[config.mk]
export PLATFORM = sky130hd
export DESIGN_NAME = kmp_string_matcher
export DESIGN_NICKNAME = d
export VERILOG_FILES = /design/src/design/kmp_pkg.sv /design/src/design/kmp_ram.sv /design/src/design/kmp_string_matcher.sv
export SDC_FILE = /design/constraint.sdc
export NUM_CORES = 1
export LEC_CHECK = 0
export BUFFER_PORTS_ARGS = -buffer_cell sky130_fd_sc_hd__buf_2
export CAP_MARGIN = 40
export CORE_MARGIN = 2
export CORE_UTILIZATION = 57
export DETAILED_ROUTE_END_ITERATION = 10
export PLACE_DENSITY = 0.75
export SYNTH_ARGS = -nofsm -noshare
export SYNTH_HDL_FRONTEND = slang
export SYNTH_SLANG_ARGS = --single-unit
[constraint.sdc]
create_clock -name clk -period 4 [get_ports clk]
set_input_delay 0.4 -clock clk [delete_from_list [all_inputs] [get_ports clk]]
set_output_delay 0.4 -clock clk [all_outputs]
set_load 0.02 [all_outputs]
[src/design/kmp_pkg.sv]
// Shared constants, opcode and sequencer types for the KMP string matcher.
package kmp_pkg;

  localparam int MAX_PATTERN   = 64;
  localparam int POSITION_BITS = 20;

  // Length counters hold 0..MAX_PATTERN; store index covers 0..MAX_PATTERN-1.
  localparam int LEN_W     = $clog2(MAX_PATTERN + 1);
  localparam int STORE_AW  = (MAX_PATTERN > 1) ? $clog2(MAX_PATTERN) : 1;
  localparam int FAIL_DEPTH = MAX_PATTERN + 1;

  // Fixed field widths of the stream payloads.
  localparam int CHAR_W    = 8;
  localparam int OP_W      = 2;
  localparam int OUT_POS_W = 20;
  localparam int POS_EXT_W = (POSITION_BITS > OUT_POS_W) ? POSITION_BITS : OUT_POS_W;
  localparam int S_TDATA_W = 16;
  localparam int M_TDATA_W = 24;

  typedef enum logic [OP_W-1:0] {
    OP_CLEAR  = 2'd0,
    OP_APPEND = 2'd1,
    OP_TEXT   = 2'd2
  } op_t;

  typedef enum logic [5:0] {
    S_IDLE  = 6'b000001,
    S_READ  = 6'b000010,
    S_CMP   = 6'b000100,
    S_MREAD = 6'b001000,
    S_MWRAP = 6'b010000,
    S_EMIT  = 6'b100000
  } state_t;

endpackage

[src/design/kmp_ram.sv]
// Generic single-write, single-read RAM with registered read data.
module kmp_ram #(
  parameter int WIDTH = 8,
  parameter int DEPTH = 64
) (
  input  logic                                    clk,
  input  logic                                    we,
  input  logic [$clog2(DEPTH > 1 ? DEPTH : 2)-1:0] waddr,
  input  logic [WIDTH-1:0]                        wdata,
  input  logic [$clog2(DEPTH > 1 ? DEPTH : 2)-1:0] raddr,
  output logic [WIDTH-1:0]                        rdata
);

  logic [WIDTH-1:0] mem [DEPTH];

  always_ff @(posedge clk) begin
    if (we) begin
      mem[waddr] <= wdata;
    end
    rdata <= mem[raddr];
  end

endmodule

[src/design/kmp_string_matcher.sv]
// Top level of the streaming Knuth-Morris-Pratt string matcher.
//
//  channel  dir  fields (tdata low bit up)                 transfer meaning
//  s_axis   in   opcode[1:0], char_value[9:2]; tlast=eot   one command or byte
//  m_axis   out  found[0], last_match_start[20:1]          one end-of-text result
//
// Clear, opcode 3, an ignored append and the first pattern byte finish in the idle
// state. Any other append and any text byte pass S_READ then S_CMP, repeating both
// for each failure-table fallback, and a full match adds S_MREAD and S_MWRAP;
// the read step is set by the registered read of the pattern and failure
// RAMs feeding one compare. A text byte with an empty pattern stays in idle.
// An end-of-text byte adds the emit state, held while the output register is held.
// Reset (rst, synchronous) clears the architectural lengths, positions and flags; the RAMs
// are not cleared and need no clearing pass. s_axis_tready is high only while
// the sequencer is idle. An end-of-text result waits for a free output register.
module kmp_string_matcher
  import kmp_pkg::*;
(
  input  logic                 clk,
  input  logic                 rst,
  input  logic                 s_axis_tvalid,
  output logic                 s_axis_tready,
  input  logic [S_TDATA_W-1:0] s_axis_tdata,   // opcode[1:0], char_value[9:2], zero pad
  input  logic                 s_axis_tlast,   // end_of_text
  output logic                 m_axis_tvalid,
  input  logic                 m_axis_tready,
  output logic [M_TDATA_W-1:0] m_axis_tdata    // found[0], last_match_start[20:1], zero pad
);

  state_t state;

  // Architectural state.
  logic [LEN_W-1:0]         plen;       // pattern length
  logic [LEN_W-1:0]         bpl;        // running border of the pattern
  logic [LEN_W-1:0]         matched;    // matched length carried between text bytes
  logic [POSITION_BITS-1:0] pos;        // saturating text position
  logic [POSITION_BITS-1:0] last_start;
  logic                     seen;

  // Working registers of the sequencer.
  logic [LEN_W-1:0]  k;
  logic [CHAR_W-1:0] ch;
  logic              eot;
  logic              build;

  // Output register.
  logic                 out_found;
  logic [OUT_POS_W-1:0] out_pos;

  // Input decode.
  op_t               in_op;
  logic [CHAR_W-1:0] in_char;
  logic              in_xfer;

  assign in_op   = op_t'(s_axis_tdata[OP_W-1:0]);
  assign in_char = s_axis_tdata[OP_W+CHAR_W-1:OP_W];
  assign s_axis_tready = (state == S_IDLE);
  assign in_xfer = s_axis_tvalid && s_axis_tready;

  // RAM ports.
  logic                store_we;
  logic [STORE_AW-1:0] store_waddr;
  logic [CHAR_W-1:0]   store_rd;
  logic                fail_we;
  logic [LEN_W-1:0]    fail_waddr;
  logic [LEN_W-1:0]    fail_wdata;
  logic [LEN_W-1:0]    fail_rd;

  // Shared compare and its step result.
  logic             hit;
  logic [LEN_W-1:0] k_adv;
  logic             out_free;

  assign hit      = (store_rd == ch);
  assign k_adv    = hit ? (k + LEN_W'(1)) : k;
  assign out_free = !m_axis_tvalid || m_axis_tready;

  // Match start: pos + 1 - len, clamped to 1.
  logic [POSITION_BITS:0] pos_p1;
  logic [POSITION_BITS:0] len_ext;
  logic [POSITION_BITS:0] start_diff;

  assign pos_p1     = {1'b0, pos} + (POSITION_BITS+1)'(1);
  assign len_ext    = (POSITION_BITS+1)'(plen);
  assign start_diff = pos_p1 - len_ext;

  logic [POS_EXT_W-1:0] last_ext;
  assign last_ext = POS_EXT_W'(last_start);

  assign store_we    = in_xfer && (in_op == OP_APPEND) && (plen < LEN_W'(MAX_PATTERN));
  assign store_waddr = plen[STORE_AW-1:0];

  always_comb begin
    fail_we    = 1'b0;
    fail_waddr = plen + LEN_W'(1);
    fail_wdata = '0;
    if (store_we && (plen == '0)) begin
      fail_we = 1'b1;
    end else if ((state == S_CMP) && build && !(k != '0 && !hit)) begin
      // Close the table build: entry len+1 takes the extended border.
      fail_we    = 1'b1;
      fail_wdata = k_adv;
    end
  end

  kmp_ram #(
    .WIDTH(CHAR_W),
    .DEPTH(MAX_PATTERN)
  ) u_store (
    .clk  (clk),
    .we   (store_we),
    .waddr(store_waddr),
    .wdata(in_char),
    .raddr(k[STORE_AW-1:0]),
    .rdata(store_rd)
  );

  kmp_ram #(
    .WIDTH(LEN_W),
    .DEPTH(FAIL_DEPTH)
  ) u_fail (
    .clk  (clk),
    .we   (fail_we),
    .waddr(fail_waddr),
    .wdata(fail_wdata),
    .raddr(k),
    .rdata(fail_rd)
  );

  // Sequencer.
  always_ff @(posedge clk) begin
    if (rst) begin
      state      <= S_IDLE;
      plen       <= '0;
      bpl        <= '0;
      matched    <= '0;
      pos        <= '0;
      last_start <= '0;
      seen       <= 1'b0;
    end else begin
      case (state)
        S_IDLE: begin
          if (in_xfer) begin
            ch    <= in_char;
            eot   <= s_axis_tlast;
            build <= (in_op == OP_APPEND);
            case (in_op)
              OP_CLEAR: begin
                plen       <= '0;
                bpl        <= '0;
                matched    <= '0;
                pos        <= '0;
                last_start <= '0;
                seen       <= 1'b0;
              end
              OP_APPEND: begin
                if (store_we) begin
                  if (plen == '0) begin
                    bpl  <= '0;
                    plen <= LEN_W'(1);
                  end else begin
                    // Walk the borders starting from the running one.
                    k     <= bpl;
                    state <= S_READ;
                  end
                end
              end
              OP_TEXT: begin
                if (pos != '1) begin
                  pos <= pos + POSITION_BITS'(1);
                end
                if (plen == '0) begin
                  if (s_axis_tlast) begin
                    state <= S_EMIT;
                  end
                end else begin
                  k     <= (matched >= plen) ? '0 : matched;
                  state <= S_READ;
                end
              end
              default: begin
              end
            endcase
          end
        end
        S_READ: begin
          state <= S_CMP;
        end
        S_CMP: begin
          if (k != '0 && !hit) begin
            // Fall back along the failure chain.
            k     <= fail_rd;
            state <= S_READ;
          end else if (build) begin
            bpl   <= k_adv;
            plen  <= plen + LEN_W'(1);
            state <= S_IDLE;
          end else if (k_adv == plen) begin
            seen       <= 1'b1;
            last_start <= (pos_p1 > len_ext) ? start_diff[POSITION_BITS-1:0]
                                             : POSITION_BITS'(1);
            k          <= plen;
            state      <= S_MREAD;
          end else begin
            matched <= k_adv;
            state   <= eot ? S_EMIT : S_IDLE;
          end
        end
        S_MREAD: begin
          state <= S_MWRAP;
        end
        S_MWRAP: begin
          // Continue from the border of the full pattern for overlaps.
          matched <= fail_rd;
          state   <= eot ? S_EMIT : S_IDLE;
        end
        S_EMIT: begin
          if (out_free) begin
            matched    <= '0;
            pos        <= '0;
            last_start <= '0;
            seen       <= 1'b0;
            state      <= S_IDLE;
          end
        end
        default: begin
          state <= S_IDLE;
        end
      endcase
    end
  end

  // Output register: load on emit, drop on transfer.
  always_ff @(posedge clk) begin
    if (rst) begin
      m_axis_tvalid <= 1'b0;
    end else if ((state == S_EMIT) && out_free) begin
      m_axis_tvalid <= 1'b1;
    end else if (m_axis_tready) begin
      m_axis_tvalid <= 1'b0;
    end
  end

  always_ff @(posedge clk) begin
    if ((state == S_EMIT) && out_free) begin
      out_found <= seen;
      out_pos   <= seen ? last_ext[OUT_POS_W-1:0] : '0;
    end
  end

  assign m_axis_tdata = {(M_TDATA_W-OUT_POS_W-1)'(0), out_pos, out_found};

endmodule
==> results.yml, run 1 <==
outcome:
  status: "complete, no violations"
drt:
  routed-wl-met2_um: 48500
  wl_um: 97700
  vias: 22756
  viasPerCell: 6.48
  drcViolationCount: 0
  met1Wirelength_um: 38200
  wl_met3_um: 8770
  dr.max_layer_used: "met5"
  dr.pass1.iters: 6
  avgRoutedWirePerCell_um: 27.8
  final_antenna_net_count: 0
  drt_iter0_markers: 2889
logic_synthesis:
  synthDominantCellAreaShare_pct: 68.8
  syn_avg_cell_area_sq_um: 19.4
  synth.ff_latch_count: 1089
  syn_area_sq_um: 43900
  synth.area.top_cells: "edfxtp_1 (69%), mux4_2 (16%), dfxtp_1 (3.8%), nor2_1 (1.7%), xnor2_1 (0.80%)"
  synth_cells: 2259
  synth-edff-count: 1005
  ys_dominant_reg_cell: "edfxtp_1"
  yosysTopAreaCell: "edfxtp_1"
  synth.distinct_cells: 72
  synth-seq-area-share_pct: 72.6
  postSynth.asyncResetShare_pct: 0
  yosysWarnings: 0
placement:
  pre_cts_ws_ps: 498
  gp_congestion: 0.891
  hpwl_um: 58000
  place_area_sq_um: 45900
  port_buffers: 37
timing:
  final.min_clock_period_ps: 3530
  slew_headroom_pct: 35.7
  rsz0062_at_grt: "false"
  timing.hold.ws_ps: 130
  finalSetupViolations: 0
  max_freq_mhz: 283
  tightest_slew_ps: 951
  finalCritPeriodShare_pct: 88.4
  postLayoutSetupSlackWorst_ps: 465
  slew_violations: 0
  final_hold_viol_count: 0
  finClkSkew_ps: 57.1
final_layout:
  final_common_cell: "edfxtp_1"
  antenna_cells: 0
  fill_cells: 4937
  post-route-util_pct: 65.0
  final_cell_mix: "edfxtp_1 (1,005), mux4_2 (315), nor2_1 (194)"
  drive_gt1_share_pct: 26.5
  nNetsFinal: 2434
  design_area_sq_um: 49500
  syn2layout_area_growth_pct: 12.7
floorplanning:
  die_x_um: 281
  die-area_sq_um: 79200
  io_pins: 47
  core_sq_um: 76100
  fp.dieH_um: 281
  initial_core_util_pct: 57.7
  num_rows: 101
cts:
  cts_tree: "done"
  clock_path_buffers: 3
  htreeDepth: 3
  clk_pin_slew_ps: 60
  clock_latency_ps: 700
  cts_buffers: 104
  cts_sinks: 1089
  post_cts_buffers: 0
  clockRootBuffer: "clkbuf_16"
worst_setup_path:
  path_class: "reg -> reg"
  start_kind: "register"
  end_kind: "register"
  critical_path_required_ps: 4550
  worstPathMaxFanout: 18
  arrival_ps: 4090
  max_stage_delay_ps: 460
  crit_chain: "ha_1 -> and4_1 -> nand2_1 -> xnor2_1 -> ha_1 -> and4_1 -> a21bo_2 -> nand4_1 -> a21oi_2 -> nand2_2 -> a211oi_4 -> nor3_4 -> a32o_1"
  crit_slowest_cell: "dfxtp_1"
pwr:
  leakagePower_nw: 14.4
  power_density_nw_per_um2: 470
  ir_worst_vdd_mv: 0.420
  fin_total_pwr_mw: 23.2
global_route:
  grtUsageTotal_pct: 25.2
  grt_max_degree: 87
  antenna_found_initial: 2
  grt_pass1_vias: 22800
  overflow: 0
  grt_pass1_wl_um: 147000
worst_hold_path:
  min_path_type: "in -> reg"
job:
  max_cap_viol_count: 0
kinds of logic after synthesis:
| logic type | Yosys count | share of synthesized area, % |
|---|---|---|
| adder cells (fa/ha/maj) | 20 | 0.588 |
| multiplexers | 324 | 16.4 |
| XOR/XNOR | 57 | 1.23 |
| AO/OA/AOI/OAI | 179 | 2.71 |
| other | 1 | 0.00855 |
| AND/OR/NAND/NOR | 447 | 4.97 |
| flip-flops | 1089 | 72.6 |
| buffers and inverters | 142 | 1.47 |
critical path: cells and delay by family (launching register included):
| family | cells | cell delay [ps] |
|---|---|---|
| AND/OR/NAND/NOR | 6 | 1040 |
| adder cells (fa/ha/maj) | 2 | 640 |
| XOR/XNOR | 1 | 210 |
| AO/OA/AOI/OAI | 4 | 1070 |
| flip-flops | 1 | 460 |
final cells by class:
cell class                      instances  area, sq um  area share [%]
Multi-Input combinational cell       1030        11400            23.1
Timing Repair Buffer                  142         1200            2.42
Clock inverter                         73          916            1.85
Inverter                               26          100           0.202
Clock buffer                          120         2660            5.38
Sequential cell                      1089        31900            64.4
Tap cell                             1030         1290            2.61
stage by stage:
| step | cells | setup TNS (ps) |
|---|---|---|
| after floorplan | 2261 | -136100 |
| after global placement | 3307 | 0 |
| after detailed placement | 3316 | 0 |
| after CTS | 3510 | 0 |
| after global routing | 3510 | 0 |
| final | 3510 | 0 |
routing by layer:
| layer | track usage (%) | vias to the layer above |
|---|---|---|
| met1 | 36.0 | 11822 |
| li1 | - | 9504 |
| met5 | 0 | - |
| met2 | 40.8 | 1234 |
| met3 | 4.47 | 192 |
| met4 | 6.19 | 4 |
path summary, 6_finish.rpt:
| check | from | end | cells after the start | slack, ps |
|---|---|---|---|---|
| max reg2reg | pos[0] | last_ext[4] | 13 | 470 |
| max | pos[0] | last_ext[4] | 13 | 470 |
| min | s_axis_tdata[2] | u_store.mem[35][0] | 1 | 130 |
| min reg2reg | bpl[5] | bpl[5] | 2 | 460 |
sequential cells by signal (all words and copies together) (netlist names):
name	count
bpl	7
state	6
u_fail.mem	455
out_pos	20
ch	8
eot	1
u_fail.rdata	7
pos	20
matched	7
out_found	1
last_ext	20
u_store.mem	512
m_axis_tvalid	1
plen	7
k	7
build	1
seen	1
u_store.rdata	8
where the power goes:
group          switching, mW  leakage (nW)  total, mW  internal [mW]
registers             0.0266          8.84       12.4           12.4
logic                  0.407          3.90      0.661          0.254
clock network           4.31          1.71       10.2           5.86
total                   4.75          14.4       23.2           18.5
cells in the mapped netlist, types with 5 or more instances:
library cell,number
a21o_1,8
xnor2_1,40
nand3_1,47
dfxtp_1,84
nand2_1,57
and4_1,8
and2_1,24
buf_6,6
nand4_1,10
a311oi_1,5
o21ai_0,31
nor2b_1,6
or3_1,14
a221o_1,7
xor2_1,14
nand4b_1,5
a211oi_1,7
buf_4,7
nor3_1,29
mux2_2,7
nor3b_1,5
mux4_2,315
and3_1,11
clkbuf_1,57
inv_1,22
nand2b_1,5
buf_2,31
buf_1,15
nor2_1,201
a21oi_1,69
ha_1,19
edfxtp_1,1005
a22o_1,24
what timing repair did:
action,4_1_cts,5_1_grt
hold buffers,1,0
gates resized for setup,0,0
endpoints found under the hold margin,1,0
Power figures use the tool's default switching activity.
==> run 2: changes to the inputs <==
--- a/config.mk
+++ b/config.mk
@@ -8,9 +8,9 @@
 export BUFFER_PORTS_ARGS = -buffer_cell sky130_fd_sc_hd__buf_2
 export CAP_MARGIN = 40
 export CORE_MARGIN = 2
-export CORE_UTILIZATION = 57
+export CORE_UTILIZATION = 63
 export DETAILED_ROUTE_END_ITERATION = 10
-export PLACE_DENSITY = 0.75
+export PLACE_DENSITY = 0.78
 export SYNTH_ARGS = -nofsm -noshare
 export SYNTH_HDL_FRONTEND = slang
 export SYNTH_SLANG_ARGS = --single-unit
==> constraint.sdc (replaced) <==
create_clock -name clk -period 3.78 [get_ports clk]
set_input_delay 0.378 -clock clk [delete_from_list [all_inputs] [get_ports clk]]
set_output_delay 0.378 -clock clk [all_outputs]
set_load 0.02 [all_outputs]
==> run 2 against run 1 <==
Effect of this change: worst hold slack worse by 45 ps; register-to-register slack worse by 330 ps; die area is 9.4% lower; final area is 0.79% lower; critical path type unchanged; largest cell class unchanged; largest power group unchanged.
==> results.yml, run 2 (synthesis results as in run 1) <==
timing:
  final.min_clock_period_ps: 3650
  finalSetupViolations: 0
  finalSetupTns_ps: 0
  tightest_slew_ps: 912
  final_hold_viol_count: 0
  finalCritPeriodShare_pct: 96.5
  slew_violations: 0
  finClkSkew_ps: 56.8
  timing.hold.ws_ps: 85.2
  max_freq_mhz: 274
  rsz0062_at_grt: "true"
  slew_headroom_pct: 39.0
cts:
  cts_buffers: 104
  cts_tree: "done"
  clock_path_buffers: 3
  cts_sinks: 1089
  clockRootBuffer: "clkbuf_16"
  htreeDepth: 3
  clk_pin_slew_ps: 70
  clock_latency_ps: 710
worst_setup_path:
  critical_path_required_ps: 4040
  r2r-start: "state[3]"
  cp-startpoint: "state[3]"
  arrival_ps: 3910
  start_kind: "register"
  end_kind: "register"
  path_class: "reg -> reg"
  worstPathMaxFanout: 8
drt:
  vias: 23163
  avgRoutedWirePerCell_um: 29.6
  drcViolationCount: 0
  dr.pass1.iters: 5
  final_antenna_net_count: 0
  wl_um: 101000
  viasPerCell: 6.81
  drt_iter0_markers: 2882
floorplanning:
  initial_core_util_pct: 63.7
  num_rows: 96
  die_x_um: 268
  die-area_sq_um: 71800
  fp.dieH_um: 268
  io_pins: 47
  core_sq_um: 68800
final_layout:
  final_common_cell: "edfxtp_1"
  post-route-util_pct: 71.3
  nNetsFinal: 2426
  design_area_sq_um: 49100
  fill_cells: 3869
  final_cell_mix: "edfxtp_1 (1,005), mux4_2 (315), nor2_1 (192)"
  top_regs: "u_store.mem: 512 flops, u_fail.mem: 455 flops"
  drive_gt1_share_pct: 25.8
  regArea_sq_um: 31900
  syn2layout_area_growth_pct: 11.8
  largest_reg_flops: 512
  largest-register: "u_store.mem"
  multi_input_area_sq_um: 11400
placement:
  port_buffers: 37
  place_area_sq_um: 45700
  gp_congestion: 0.876
  hpwl_um: 58500
global_route:
  antenna_found_initial: 2
  grt_max_degree: 114
  grtUsageTotal_pct: 28.9
  grt_pass1_wl_um: 151000
  overflow: 0
  grt_pass1_vias: 23190
pwr:
  fin_total_pwr_mw: 24.1
  leakagePower_nw: 14.3
  power_density_nw_per_um2: 492
  ir_worst_vdd_mv: 0.419
outcome:
  status: "complete, no violations"
worst_hold_path:
  min_path_type: "in -> reg"
  hold_start: "s_axis_tdata[6]"
job:
  max_cap_viol_count: 0
-- run 2: cell types whose count changed in the layout (fill, tap and decap cells not counted), moves of 2 or more --
cell	change
nor2_1	-2
clkinv_4	-3
clkinvlp_4	-6
clkinv_2	-2
clkinv_1	+10
bufinv_16	-8
nor2_2	+2
buf_4	-7
clkbuf_1	+3
clkbuf_8	+5
-- run 2: routing by layer --
metal  share of wire (%)  track usage (%)  up-vias
met2                  50             47.0     1478
met5               0.013                0        -
met4                 3.0             8.30        2
li1                    -                -     9479
met1                  38             41.4    11982
met3                 9.3             4.93      222
-- run 2: worst max-delay path: stages (launching register included) --
cell and delay (ps):
dfxtp_1 370, nor2_1 280, nand4b_1 350, nor4_1 730
nand3_1 710, nor2_1 790
-- run 2: area by class of cell --
class	instances	share of cell area, %
clock buffers	128	5.59
multi-input cells	1030	23.3
inverters	26	0.204
diodes	1	0.00510
repair buffers	134	2.29
flip-flops and latches	1089	64.9
well taps	931	2.37
clock inverters	64	1.29
-- run 2: repair_timing --
item                                   in CTS  in global routing
setup buffers                               0                  0
setup endpoints to repair                   0                 62
resized for setup                           0                  2
endpoints found under the hold margin       1                  0
hold buffers                                1                  0
-- run 2: power by group --
part | switching (mW) | internal [mW] | total, mW
logic | 0.435 | 0.272 | 0.706
clock network | 4.59 | 5.74 | 10.3
registers | 0.0301 | 13.1 | 13.1
total | 5.05 | 19.1 | 24.1
-- run 2: final timing paths --
kind,to,slack (ps),cells after the start
worst max-delay path,u_store.mem[54][1],130,5
worst min-delay path,u_store.mem[42][4],90,1
worst max register to register,u_store.mem[54][1],130,5
worst min register to register,bpl[5],460,2
-- run 2: per-stage QoR --
stage / cells / setup WS (ps)
after floorplan: 2261 / -519
after global placement: 3199 / 336
after detailed placement: 3209 / 232
after CTS: 3402 / 87.2
after global routing: 3402 / -73.1
final: 3403 / 132
